[src/hw/rtl/qdn_pkg.sv]
package qdn_pkg;

  localparam int QDN_QUEUE_DEPTH = 4;
  localparam int CFG_IDX_W       = 3;
  localparam int CFG_DATA_W      = 15;

  localparam logic [7:0]  CFG_RST_INPUT_ZP   = 8'd0;
  localparam logic [7:0]  CFG_RST_WEIGHT_ZP  = 8'd0;
  localparam logic [14:0] CFG_RST_SCALE_MULT = 15'd16384;
  localparam logic [4:0]  CFG_RST_SCALE_SHFT = 5'd0;
  localparam logic [7:0]  CFG_RST_OUTPUT_ZP  = 8'd0;

  // rounding nudge ahead of the divide by 2^15
  localparam logic signed [47:0] RQ_NUDGE  = 48'sd16384;
  localparam logic signed [33:0] OUT_MIN   = 34'sd0;
  localparam logic signed [33:0] OUT_MAX   = 34'sd255;

  typedef enum logic [CFG_IDX_W-1:0] {
    CFG_INPUT_ZP   = 3'd0,
    CFG_WEIGHT_ZP  = 3'd1,
    CFG_SCALE_MULT = 3'd2,
    CFG_SCALE_SHFT = 3'd3,
    CFG_OUTPUT_ZP  = 3'd4
  } cfg_idx_t;

  typedef struct packed {
    logic [7:0]  input_zp;
    logic [7:0]  weight_zp;
    logic [14:0] scale_mult;
    logic [4:0]  scale_shift;
    logic [7:0]  output_zp;
  } cfg_t;

  typedef struct packed {
    logic signed [8:0] act_off;
    logic signed [8:0] wgt_off;
    logic [31:0]       bias;
    logic              last;
  } item_t;

endpackage

[src/hw/rtl/qdn_front.sv]
module qdn_front import qdn_pkg::*; #(
  parameter int DEPTH = QDN_QUEUE_DEPTH
) (
  input  logic        clk,
  input  logic        rst_n,
  input  cfg_t        cfg,
  input  logic        in_valid,
  output logic        in_stall,
  input  logic [7:0]  in_activation,
  input  logic [7:0]  in_weight,
  input  logic [31:0] in_bias,
  input  logic        in_last,
  output logic        q_valid,
  output item_t       q_item,
  input  logic        q_pop
);

  localparam int PTR_W = $clog2(DEPTH);
  localparam int CNT_W = $clog2(DEPTH + 1);

  item_t            mem_r [DEPTH];
  logic [PTR_W-1:0] wr_ptr_r, wr_ptr_nxt;
  logic [PTR_W-1:0] rd_ptr_r, rd_ptr_nxt;
  logic [CNT_W-1:0] count_r;
  logic             push;
  item_t            item_nxt;

  assign in_stall = (count_r == CNT_W'(DEPTH));
  assign push     = in_valid && !in_stall;
  assign q_valid  = (count_r != '0);
  assign q_item   = mem_r[rd_ptr_r];

  always_comb begin
    item_nxt.act_off = $signed({1'b0, in_activation}) - $signed({1'b0, cfg.input_zp});
    item_nxt.wgt_off = $signed({1'b0, in_weight}) - $signed({1'b0, cfg.weight_zp});
    item_nxt.bias    = in_bias;
    item_nxt.last    = in_last;
    wr_ptr_nxt = (wr_ptr_r == PTR_W'(DEPTH - 1)) ? '0 : wr_ptr_r + 1'b1;
    rd_ptr_nxt = (rd_ptr_r == PTR_W'(DEPTH - 1)) ? '0 : rd_ptr_r + 1'b1;
  end

  always_ff @(posedge clk) begin
    if (push) begin
      mem_r[wr_ptr_r] <= item_nxt;
    end
  end

  always_ff @(posedge clk) begin
    if (!rst_n) begin
      wr_ptr_r <= '0;
      rd_ptr_r <= '0;
      count_r  <= '0;
    end else begin
      if (push) begin
        wr_ptr_r <= wr_ptr_nxt;
      end
      if (q_pop) begin
        rd_ptr_r <= rd_ptr_nxt;
      end
      if (push && !q_pop) begin
        count_r <= count_r + 1'b1;
      end else if (!push && q_pop) begin
        count_r <= count_r - 1'b1;
      end
    end
  end

endmodule

[src/hw/rtl/qdn_mac.sv]
module qdn_mac import qdn_pkg::*; (
  input  logic        clk,
  input  logic        rst_n,
  input  logic        q_valid,
  input  item_t       q_item,
  output logic        q_pop,
  input  logic        rq_ready,
  output logic        rq_push,
  output logic [31:0] rq_sum
);

  logic [31:0]       acc_r, acc_nxt;
  logic signed [17:0] prod;
  logic [31:0]       prod_ext;
  logic [31:0]       acc_sum;

  always_comb begin
    prod     = q_item.act_off * q_item.wgt_off;
    prod_ext = {{14{prod[17]}}, prod};
    acc_sum  = acc_r + prod_ext;
    rq_sum   = acc_sum + q_item.bias;
    q_pop    = q_valid && (!q_item.last || rq_ready);
    rq_push  = q_valid && q_item.last && rq_ready;
    acc_nxt  = q_item.last ? '0 : acc_sum;
  end

  always_ff @(posedge clk) begin
    if (!rst_n) begin
      acc_r <= '0;
    end else if (q_pop) begin
      acc_r <= acc_nxt;
    end
  end

endmodule

[src/hw/rtl/qdn_requant.sv]
module qdn_requant import qdn_pkg::*; (
  input  logic        clk,
  input  logic        rst_n,
  input  cfg_t        cfg,
  input  logic        rq_push,
  input  logic [31:0] rq_sum,
  output logic        rq_ready,
  output logic        out_valid,
  input  logic        out_stall,
  output logic [7:0]  out_neuron_out
);

  logic v1_r, v2_r, v3_r, v4_r;
  logic en1, en2, en3, en4;

  logic signed [31:0] sum_r;
  logic signed [47:0] prod_r, prod_nxt;
  logic signed [31:0] q_r, q_nxt;
  logic [7:0]         out_r, out_nxt;

  logic signed [47:0] nudged;
  logic [31:0]        mask, rem, thresh;
  logic signed [31:0] floored;
  logic signed [33:0] rounded, biased;

  assign en4      = !v4_r || !out_stall;
  assign en3      = !v3_r || en4;
  assign en2      = !v2_r || en3;
  assign en1      = !v1_r || en2;
  assign rq_ready = en1;

  assign out_valid      = v4_r;
  assign out_neuron_out = out_r;

  always_comb begin
    prod_nxt = sum_r * $signed({1'b0, cfg.scale_mult});
    // the divide of the nudged product by 2^15 is a floor (bit select), also for negative products
    nudged   = prod_r + RQ_NUDGE;
    q_nxt    = nudged[46:15];
    // rounding shift, half away from zero
    mask     = ~(32'hFFFF_FFFF << cfg.scale_shift);
    rem      = q_r & mask;
    thresh   = (mask >> 1) + {31'd0, q_r[31]};
    floored  = q_r >>> cfg.scale_shift;
    rounded  = {{2{floored[31]}}, floored} + ((rem > thresh) ? 34'sd1 : 34'sd0);
    biased   = rounded + $signed({26'd0, cfg.output_zp});
    if (biased < OUT_MIN) begin
      out_nxt = '0;
    end else if (biased > OUT_MAX) begin
      out_nxt = OUT_MAX[7:0];
    end else begin
      out_nxt = biased[7:0];
    end
  end

  always_ff @(posedge clk) begin
    if (en1 && rq_push) begin
      sum_r <= rq_sum;
    end
    if (en2 && v1_r) begin
      prod_r <= prod_nxt;
    end
    if (en3 && v2_r) begin
      q_r <= q_nxt;
    end
    if (en4 && v3_r) begin
      out_r <= out_nxt;
    end
  end

  always_ff @(posedge clk) begin
    if (!rst_n) begin
      v1_r <= 1'b0;
      v2_r <= 1'b0;
      v3_r <= 1'b0;
      v4_r <= 1'b0;
    end else begin
      if (en1) begin
        v1_r <= rq_push;
      end
      if (en2) begin
        v2_r <= v1_r;
      end
      if (en3) begin
        v3_r <= v2_r;
      end
      if (en4) begin
        v4_r <= v3_r;
      end
    end
  end

endmodule

[src/hw/rtl/quantized_dense_neuron.sv]
// One neuron of a uint8 quantized fully connected layer.
// Input channel (in_valid/in_stall): one activation/weight pair per
// transfer; in_bias is used on the transfer with in_last set, which closes
// the dot product. Output channel (out_valid/out_stall): one requantized
// byte per neuron.
// Throughput: one input transfer per cycle while neither channel stalls,
// set by the single 9x9 multiply-accumulate that drains the input queue.
// A result passes the queue, MAC, 32x15 multiply, nudge/divide and
// round/offset/clamp registers in that order before out_valid, and
// waits longer when the receiver stalls.
// A stalled result holds in the output register; the requant stages and
// the input queue keep filling behind it, and in_stall rises only once the
// queue is full.
// Configuration: cfg_write_en writes register cfg_index with cfg_wdata;
// indexes above four are ignored. Write only while idle.
// Reset (rst_n low, synchronous) clears the accumulator, the queue and all
// valid flags, and loads the register defaults (multiplier 16384).
module quantized_dense_neuron import qdn_pkg::*; #(
  parameter int QUEUE_DEPTH = QDN_QUEUE_DEPTH
) (
  input  logic                  clk,
  input  logic                  rst_n,
  input  logic                  cfg_write_en,
  input  logic [CFG_IDX_W-1:0]  cfg_index,
  input  logic [CFG_DATA_W-1:0] cfg_wdata,
  input  logic                  in_valid,
  output logic                  in_stall,
  input  logic [7:0]            in_activation,
  input  logic [7:0]            in_weight,
  input  logic signed [31:0]    in_bias,
  input  logic                  in_last,
  output logic                  out_valid,
  input  logic                  out_stall,
  output logic [7:0]            out_neuron_out
);

  cfg_t        cfg_r;
  logic        q_valid;
  item_t       q_item;
  logic        q_pop;
  logic        rq_ready;
  logic        rq_push;
  logic [31:0] rq_sum;

  always_ff @(posedge clk) begin
    if (!rst_n) begin
      cfg_r.input_zp    <= CFG_RST_INPUT_ZP;
      cfg_r.weight_zp   <= CFG_RST_WEIGHT_ZP;
      cfg_r.scale_mult  <= CFG_RST_SCALE_MULT;
      cfg_r.scale_shift <= CFG_RST_SCALE_SHFT;
      cfg_r.output_zp   <= CFG_RST_OUTPUT_ZP;
    end else if (cfg_write_en) begin
      case (cfg_idx_t'(cfg_index))
        CFG_INPUT_ZP:   cfg_r.input_zp    <= cfg_wdata[7:0];
        CFG_WEIGHT_ZP:  cfg_r.weight_zp   <= cfg_wdata[7:0];
        CFG_SCALE_MULT: cfg_r.scale_mult  <= cfg_wdata[14:0];
        CFG_SCALE_SHFT: cfg_r.scale_shift <= cfg_wdata[4:0];
        CFG_OUTPUT_ZP:  cfg_r.output_zp   <= cfg_wdata[7:0];
        default: ;
      endcase
    end
  end

  qdn_front #(.DEPTH(QUEUE_DEPTH)) u_front (
    .clk           (clk),
    .rst_n         (rst_n),
    .cfg           (cfg_r),
    .in_valid      (in_valid),
    .in_stall      (in_stall),
    .in_activation (in_activation),
    .in_weight     (in_weight),
    .in_bias       (in_bias),
    .in_last       (in_last),
    .q_valid       (q_valid),
    .q_item        (q_item),
    .q_pop         (q_pop)
  );

  qdn_mac u_mac (
    .clk      (clk),
    .rst_n    (rst_n),
    .q_valid  (q_valid),
    .q_item   (q_item),
    .q_pop    (q_pop),
    .rq_ready (rq_ready),
    .rq_push  (rq_push),
    .rq_sum   (rq_sum)
  );

  qdn_requant u_requant (
    .clk            (clk),
    .rst_n          (rst_n),
    .cfg            (cfg_r),
    .rq_push        (rq_push),
    .rq_sum         (rq_sum),
    .rq_ready       (rq_ready),
    .out_valid      (out_valid),
    .out_stall      (out_stall),
    .out_neuron_out (out_neuron_out)
  );

endmodule

[config.mk]
export PLATFORM = sky130hd
export DESIGN_NAME = quantized_dense_neuron
export DESIGN_NICKNAME = d
export VERILOG_FILES = /design/src/hw/rtl/qdn_pkg.sv /design/src/hw/rtl/qdn_front.sv /design/src/hw/rtl/qdn_mac.sv /design/src/hw/rtl/qdn_requant.sv /design/src/hw/rtl/quantized_dense_neuron.sv
export SDC_FILE = /design/constraint.sdc
export NUM_CORES = 2
export LEC_CHECK = 0
export ABC_AREA = 1
export CAP_MARGIN = 20
export CORE_MARGIN = 3
export CORE_UTILIZATION = 49
export CTS_CLUSTER_DIAMETER = 40
export DETAILED_ROUTE_END_ITERATION = 8
export DONT_BUFFER_PORTS = 1
export PLACE_DENSITY = 0.75
export SYNTH_ARGS = -nofsm -noshare
export SYNTH_HDL_FRONTEND = slang
export SYNTH_SLANG_ARGS = --single-unit
export TNS_END_PERCENT = 1
[constraint.sdc]
create_clock -name clk -period 10.3 [get_ports clk]
set_clock_uncertainty 0.05 [all_clocks]
set_input_delay 2.575 -clock clk [delete_from_list [all_inputs] [get_ports clk]]
set_output_delay 2.575 -clock clk [all_outputs]
set_load 0.02 [all_outputs]
Yosys cells after proc, flatten, opt, wreduce, memory -nomap -nowiden
Memories as Yosys holds them, arrays and structs flattened. A register that Yosys moved wholly into a read port is not among the register bits.
Index checks and enable logic that the tools add are counted.
W data, S select, Z words.

operators by class
  $add $sub $neg = 12
  multipliers = 2
  divide/modulo/power cells = 0
  $lt $le $gt $ge = 3
  equality and inequality tests = 7
  shift-type cells = 2
  multiplexer cells = 11
  bitwise gates (word level) = 2
  reductions and logical operators = 32

operators by type and width
  kind                      count
  $add A32 B32 Y32          2
  $add A47 B16 Y47 const B  1
  $mul A32 B16 Y47          1
  $add A34 B34 Y34          1
  $add A34 B9 Y34           1
  $gt A34 B9 Y1 const B     1
  $lt A34 B1 Y1 const B     1
  $add A31 B1 Y32           1
  $and A32 B32 Y32          1
  $gt A32 B32 Y1            1
  $mux W32                  1
  $not A32 Y32              1
  $shl A32 B5 Y32 const A   1
  $sshr A32 B5 Y32          1
  $mul A9 B9 Y18            1
  $sub A8 B8 Y9             2
  $logic_and A1 B1 Y1       10
  $reduce_and A2 Y1         5
  $logic_not A1 Y1          9
  $mux W2                   4
  $mux W8                   1
  $eq A3 B2 Y1 const B      2
  $eq A3 B3 Y1 const B      2
  $mux W3                   2
  other kinds (10)          18

storage, ports and cells
  bits in registers = 206
  latch bits = 0
  bits in writable memories = 204
  ROM bits = 0
  bits of input ports = 72
  output and inout port bits = 10
  memories kept = 1

memories
  memory         words  width  read ports  clocked after Yosys merged registers in  wr ports  line             text
  u_front.mem_r  4      51     1           1                                        1         qdn_front.sv:21  item_t mem_r [DEPTH];

Depth between registers and ports, before layout
  depth in word-level cells = 10
  mapped depth = 49

Hierarchy
From an unflattened synthesis, not the netlist that was laid out.

second synthesis, totals
  cells, all modules = 5446
  area, all modules = 44034.7 um^2

by module, submodules not included
  module                  times used  cells an instance  area each (um^2)  seq. area each (um^2)
  qdn_requant             1           3244               25248.0           3233.1
  qdn_front               1           705                8867.3            6306.0
  qdn_mac                 1           1231               8124.0            640.6
  quantized_dense_neuron  1           266                1795.5            880.8

Worst setup path after synthesis
OpenSTA, ideal clock, no wires.

  path kind = register to register
  start = register (tool-made name)
  end = register u_requant.sum_r[31] (data pin)
  arrival = 9.185 ns
  slack = 0.811 ns
  stages on the path, launching flop included = 46
  path buffers = 3
  clock period less this slack = 9.489 ns
  path through = dfxtp_1 -> inv_1 -> clkbuf_1 -> buf_1 -> clkbuf_1 -> nand2_1 -> a32oi_1 -> nand2_1 -> fa_1 -> inv_1 -> fa_1 -> inv_1 -> fa_1 -> inv_1 -> fa_1 -> fa_1 -> ha_1 -> a21oi_1 -> (+10 left out) -> ha_1 -> nand2_1 -> nor4_1 -> nand4_1 -> nand3_1 -> inv_1 -> o21ai_0 -> a21oi_1 -> xnor2_1 -> ha_1 -> nand2_1 -> o21ai_0 -> a211oi_1 -> nand2_1 -> a21oi_1 -> xor2_1 -> xor2_1 -> inv_1

RTL lines
  item                  line               text
  to (signal assigned)  qdn_requant.sv:58  sum_r <= rq_sum;
  to (decl)             qdn_requant.sv:16  logic signed [31:0] sum_r;

==> results.txt <==
----------------------------------------------------
[Critical path]
  Worst setup EP type ... register
  Slack of the worst reg-to-reg path ... 0.84 ns
  Type of the worst setup path ... register to register
  Worst-path fanout max ... 38
  Startpoint types ... register
  Cell type of the slowest stage on the worst timing path ... sky130_fd_sc_hd__dfxtp_4
  Critical path data arrival time ... 9.76 ns
  End of the worst register-to-register path ... u_requant.sum_r[31]$_DFFE_PP_
  Depth of the worst register-to-register path ... 42
  Required time at the worst-slack endpoint ... 10.60 ns
  CP dominant cell by count ... sky130_fd_sc_hd__nand2_1
  Worst path max stage delay ... 0.62 ns

[Timing]
  Min Tclk post-route ... 9.459 ns
  Count of final max-slew check failures ... 0
  Hold Worst Slack ... 0.4086 ns
  Setup ws final ... 0.8405 ns
  Actual transition at the worst max-transition pin ... 1.068 ns
  Portion of the clock cycle consumed by the worst path in the final layout ... 91.84%
  Final hold violations ... 0
  Timing-limited maximum frequency ... 105.7 MHz
  Setup-failing EPs final ... 0
  Post-route setup TNS ... 0 ns
  Worst slew margin relative to its limit ... 28.69%

[Flow run]
  Max Cap Violations ... 0

[Finish]
  Commonest cells after routing, fill and taps aside ... sky130_fd_sc_hd__nand2_1 (1,136), sky130_fd_sc_hd__inv_1 (986), sky130_fd_sc_hd__fa_1 (525)
  Most common library cell in the layout ignoring fill and taps ... sky130_fd_sc_hd__nand2_1
  Layout cell share with drive strength beyond 1 ... 4.687%
  Synthesis-to-layout area growth ... 6.560%
  Antenna diodes ... 0
  Fin nets ... 5,803

[Clock tree]
  Reg clk slew, reported paths ... 0.06 ns
  Count of H-tree levels built during CTS ... 2
  Num CTS Buffers ... 49
  TritonCTS clock tree ... built
  CTS Buffer Depth ... 3
  Clock sinks ... 398
  Cell at the root of the clock tree ... sky130_fd_sc_hd__clkbuf_16
  Clk Latency, worst-skew pair ... 0.61 ns
  Number of hold buffers added after CTS ... 0

[Run status]
  Status ... completed

[Synth]
  Post-Synthesis Cell Area ... 42,300 um2
  Number of warnings printed during yosys synthesis ... 0
  Sequential fraction of the synthesis area ... 26.15%
  Seq cells post-synth ... 398
  Cell types with the largest area share after synthesis ... sky130_fd_sc_hd__fa_1 (25%), sky130_fd_sc_hd__edfxtp_1 (22%), sky130_fd_sc_hd__nand2_1 (10%)
  Predominant post-synthesis flop cell ... sky130_fd_sc_hd__edfxtp_1
  Area share of the largest cell type after synthesis ... 24.84%
  Number of synthesized flops with an enable pin ... 309
  Cells after Synth ... 5,015
  Ys async rst share ... 0%
  Post-synth top area cell ... sky130_fd_sc_hd__fa_1
  Mapped Nets ... 5,887
  Synth Area per Inst ... 8.435 um2
  Count of distinct cell types in the synthesized netlist ... 65

[GRT]
  Met2 capacity usage during global routing ... 41.72%
  Overall fraction of global-route tracks in use ... 23.43%
  Number of global-route vias before repair ... 33,760
  Aggregate global routing overflow ... 0
  Global-route wire length before repair ... 170.9 mm
  GR Layer Usage met3 ... 2.823%
  GRT Max-Usage Layer ... met2
  Global Route met1 Usage ... 29.02%
  Pin count of the biggest net entering global routing ... 67
  Antenna violations before repair ... 0

[Floorplanning]
  Num ports ... 82
  Core box area ... 85,410 um2
  Horizontal die dimension ... 299.8 um
  Starting density of the core ... 49.53%
  Site row count ... 107
  Die area ... 89,900 um2
  Die height ... 299.8 um

[Drt]
  DRC violation count after routing ... 0
  Routed via count divided by cell count ... 5.329
  Detailed-routing iteration count for the pre-antenna-repair pass ... 5
  Count of antenna-violating nets left after detailed routing ... 0
  Post-DR wirelength/cell ... 16.96 um
  Detailed-route via count ... 32,590
  Violation count after the first detailed-routing iteration ... 2,399
  Post-Route WL ... 103.7 mm

[Placement]
  Final estimated routing congestion in global placement ... 0.9737
  Port Buffers ... 0
  Detail Placement HPWL ... 81.45 mm
  Post-Place Setup Slack ... 0.3257 ns

[Worst hold path]
  Count of cells along the worst hold path ... 2
  Worst hold endpoint ... cfg_r[35]$_SDFFE_PN0P_
  Critical hold path startpoint ... cfg_r[35]$_SDFFE_PN0P_
  Worst min path class ... register to register

----------------------------------------------------
cell usage after synthesis, types with 19 or more instances:
cell and number:
sky130_fd_sc_hd__nor3_1 30, sky130_fd_sc_hd__dfxtp_1 89, sky130_fd_sc_hd__nand2_2 35, sky130_fd_sc_hd__nand4_1 23
sky130_fd_sc_hd__a32oi_1 19, sky130_fd_sc_hd__a31oi_1 28, sky130_fd_sc_hd__o21ai_0 222, sky130_fd_sc_hd__ha_1 275
sky130_fd_sc_hd__fa_1 525, sky130_fd_sc_hd__clkbuf_1 146, sky130_fd_sc_hd__nand3_1 174, sky130_fd_sc_hd__inv_1 987
sky130_fd_sc_hd__xnor2_1 64, sky130_fd_sc_hd__a21oi_1 258, sky130_fd_sc_hd__xor2_1 130, sky130_fd_sc_hd__nand2_1 1136
sky130_fd_sc_hd__o22ai_1 32, sky130_fd_sc_hd__nor2_1 338, sky130_fd_sc_hd__edfxtp_1 309
per-layer routing:
layer	up-vias	routed length, um
li1	15520	-
met1	15900	41670
met2	956	52020
met3	217	5641
met4	0	4390
met5	-	0
worst max path at each step:
stage / from / slack [ns] / to / depth (start not counted)
3_3_place_gp: register / 0.67 / u_requant.sum_r[31]$_DFFE_PP_ / 43
5_1_grt: register / -0.009 / u_requant.sum_r[31]$_DFFE_PP_ / 43
4_1_cts: register / 0.25 / u_requant.sum_r[31]$_DFFE_PP_ / 43
6_report: register / 0.84 / u_requant.sum_r[31]$_DFFE_PP_ / 42
2_1_floorplan: register / 0.81 / u_requant.sum_r[31]$_DFFE_PP_ / 45
3_5_place_dp: register / 0.33 / u_requant.sum_r[31]$_DFFE_PP_ / 43
flip-flops by register name, indices dropped and copies added (netlist names), named ones only:
register,count
u_requant.sum_r,32
cfg_r,44
u_requant.v3_r,1
u_requant.out_valid,1
u_requant.q_r,32
u_front.rd_ptr_r,2
u_mac.acc_r,32
u_requant.out_neuron_out,8
u_front.mem_r,204
u_front.wr_ptr_r,2
u_requant.v2_r,1
u_front.count_r,3
u_requant.v1_r,1
u_requant.prod_r,33
stage by stage:
| stage | cell area (um2) | utilization (%) | std cells |
|---|---|---|---|
| detailed placement | 43330 | 50.73 | 6023 |
| CTS | 45020 | 52.71 | 6114 |
| global placement | 43330 | 50.73 | 6023 |
| global route | 45080 | 52.78 | 6115 |
| floorplan | 42300 | - | 5015 |
| finish | 45080 | 52.78 | 6115 |
area by class of cell:
class | count | area [um2]
timing repair buffer | 43 | 346.6
clock buffer | 54 | 1287
tap | 1144 | 1431
inverter | 1004 | 3794
sequential | 398 | 11070
fill | 7820 | 40340
clock inverter | 37 | 404.1
multi-input combinational | 3435 | 26750
cell families (layout without fill, tap and decap cells):
family	Yosys count	in the layout	share of synthesized area [%]
simple gates	1803	1803	17.70
buf+inv	1182	1138	10.76
flops	398	398	26.15
compound gates	638	638	8.400
xor+xnor	194	194	4.017
fa+ha+maj	800	800	32.98
timing repair:
item                       in CTS  in global routing
setup endpoints to repair       0                  8
buffers inserted                0                  0
resized for setup               0                 10
critical path, delay by kind of cell, from the launching register on:
family	cells	cell delay, ns
XOR/XNOR	4	0.87
AO/OA/AOI/OAI	9	1.77
adder cells (fa/ha/maj)	8	3.30
buffers and inverters	7	0.72
flip-flops	1	0.62
AND/OR/NAND/NOR	14	1.86
Power is left out: the tool's default activity adds up to more than one toggle a clock period on the data nets, which glitch-free logic cannot reach.
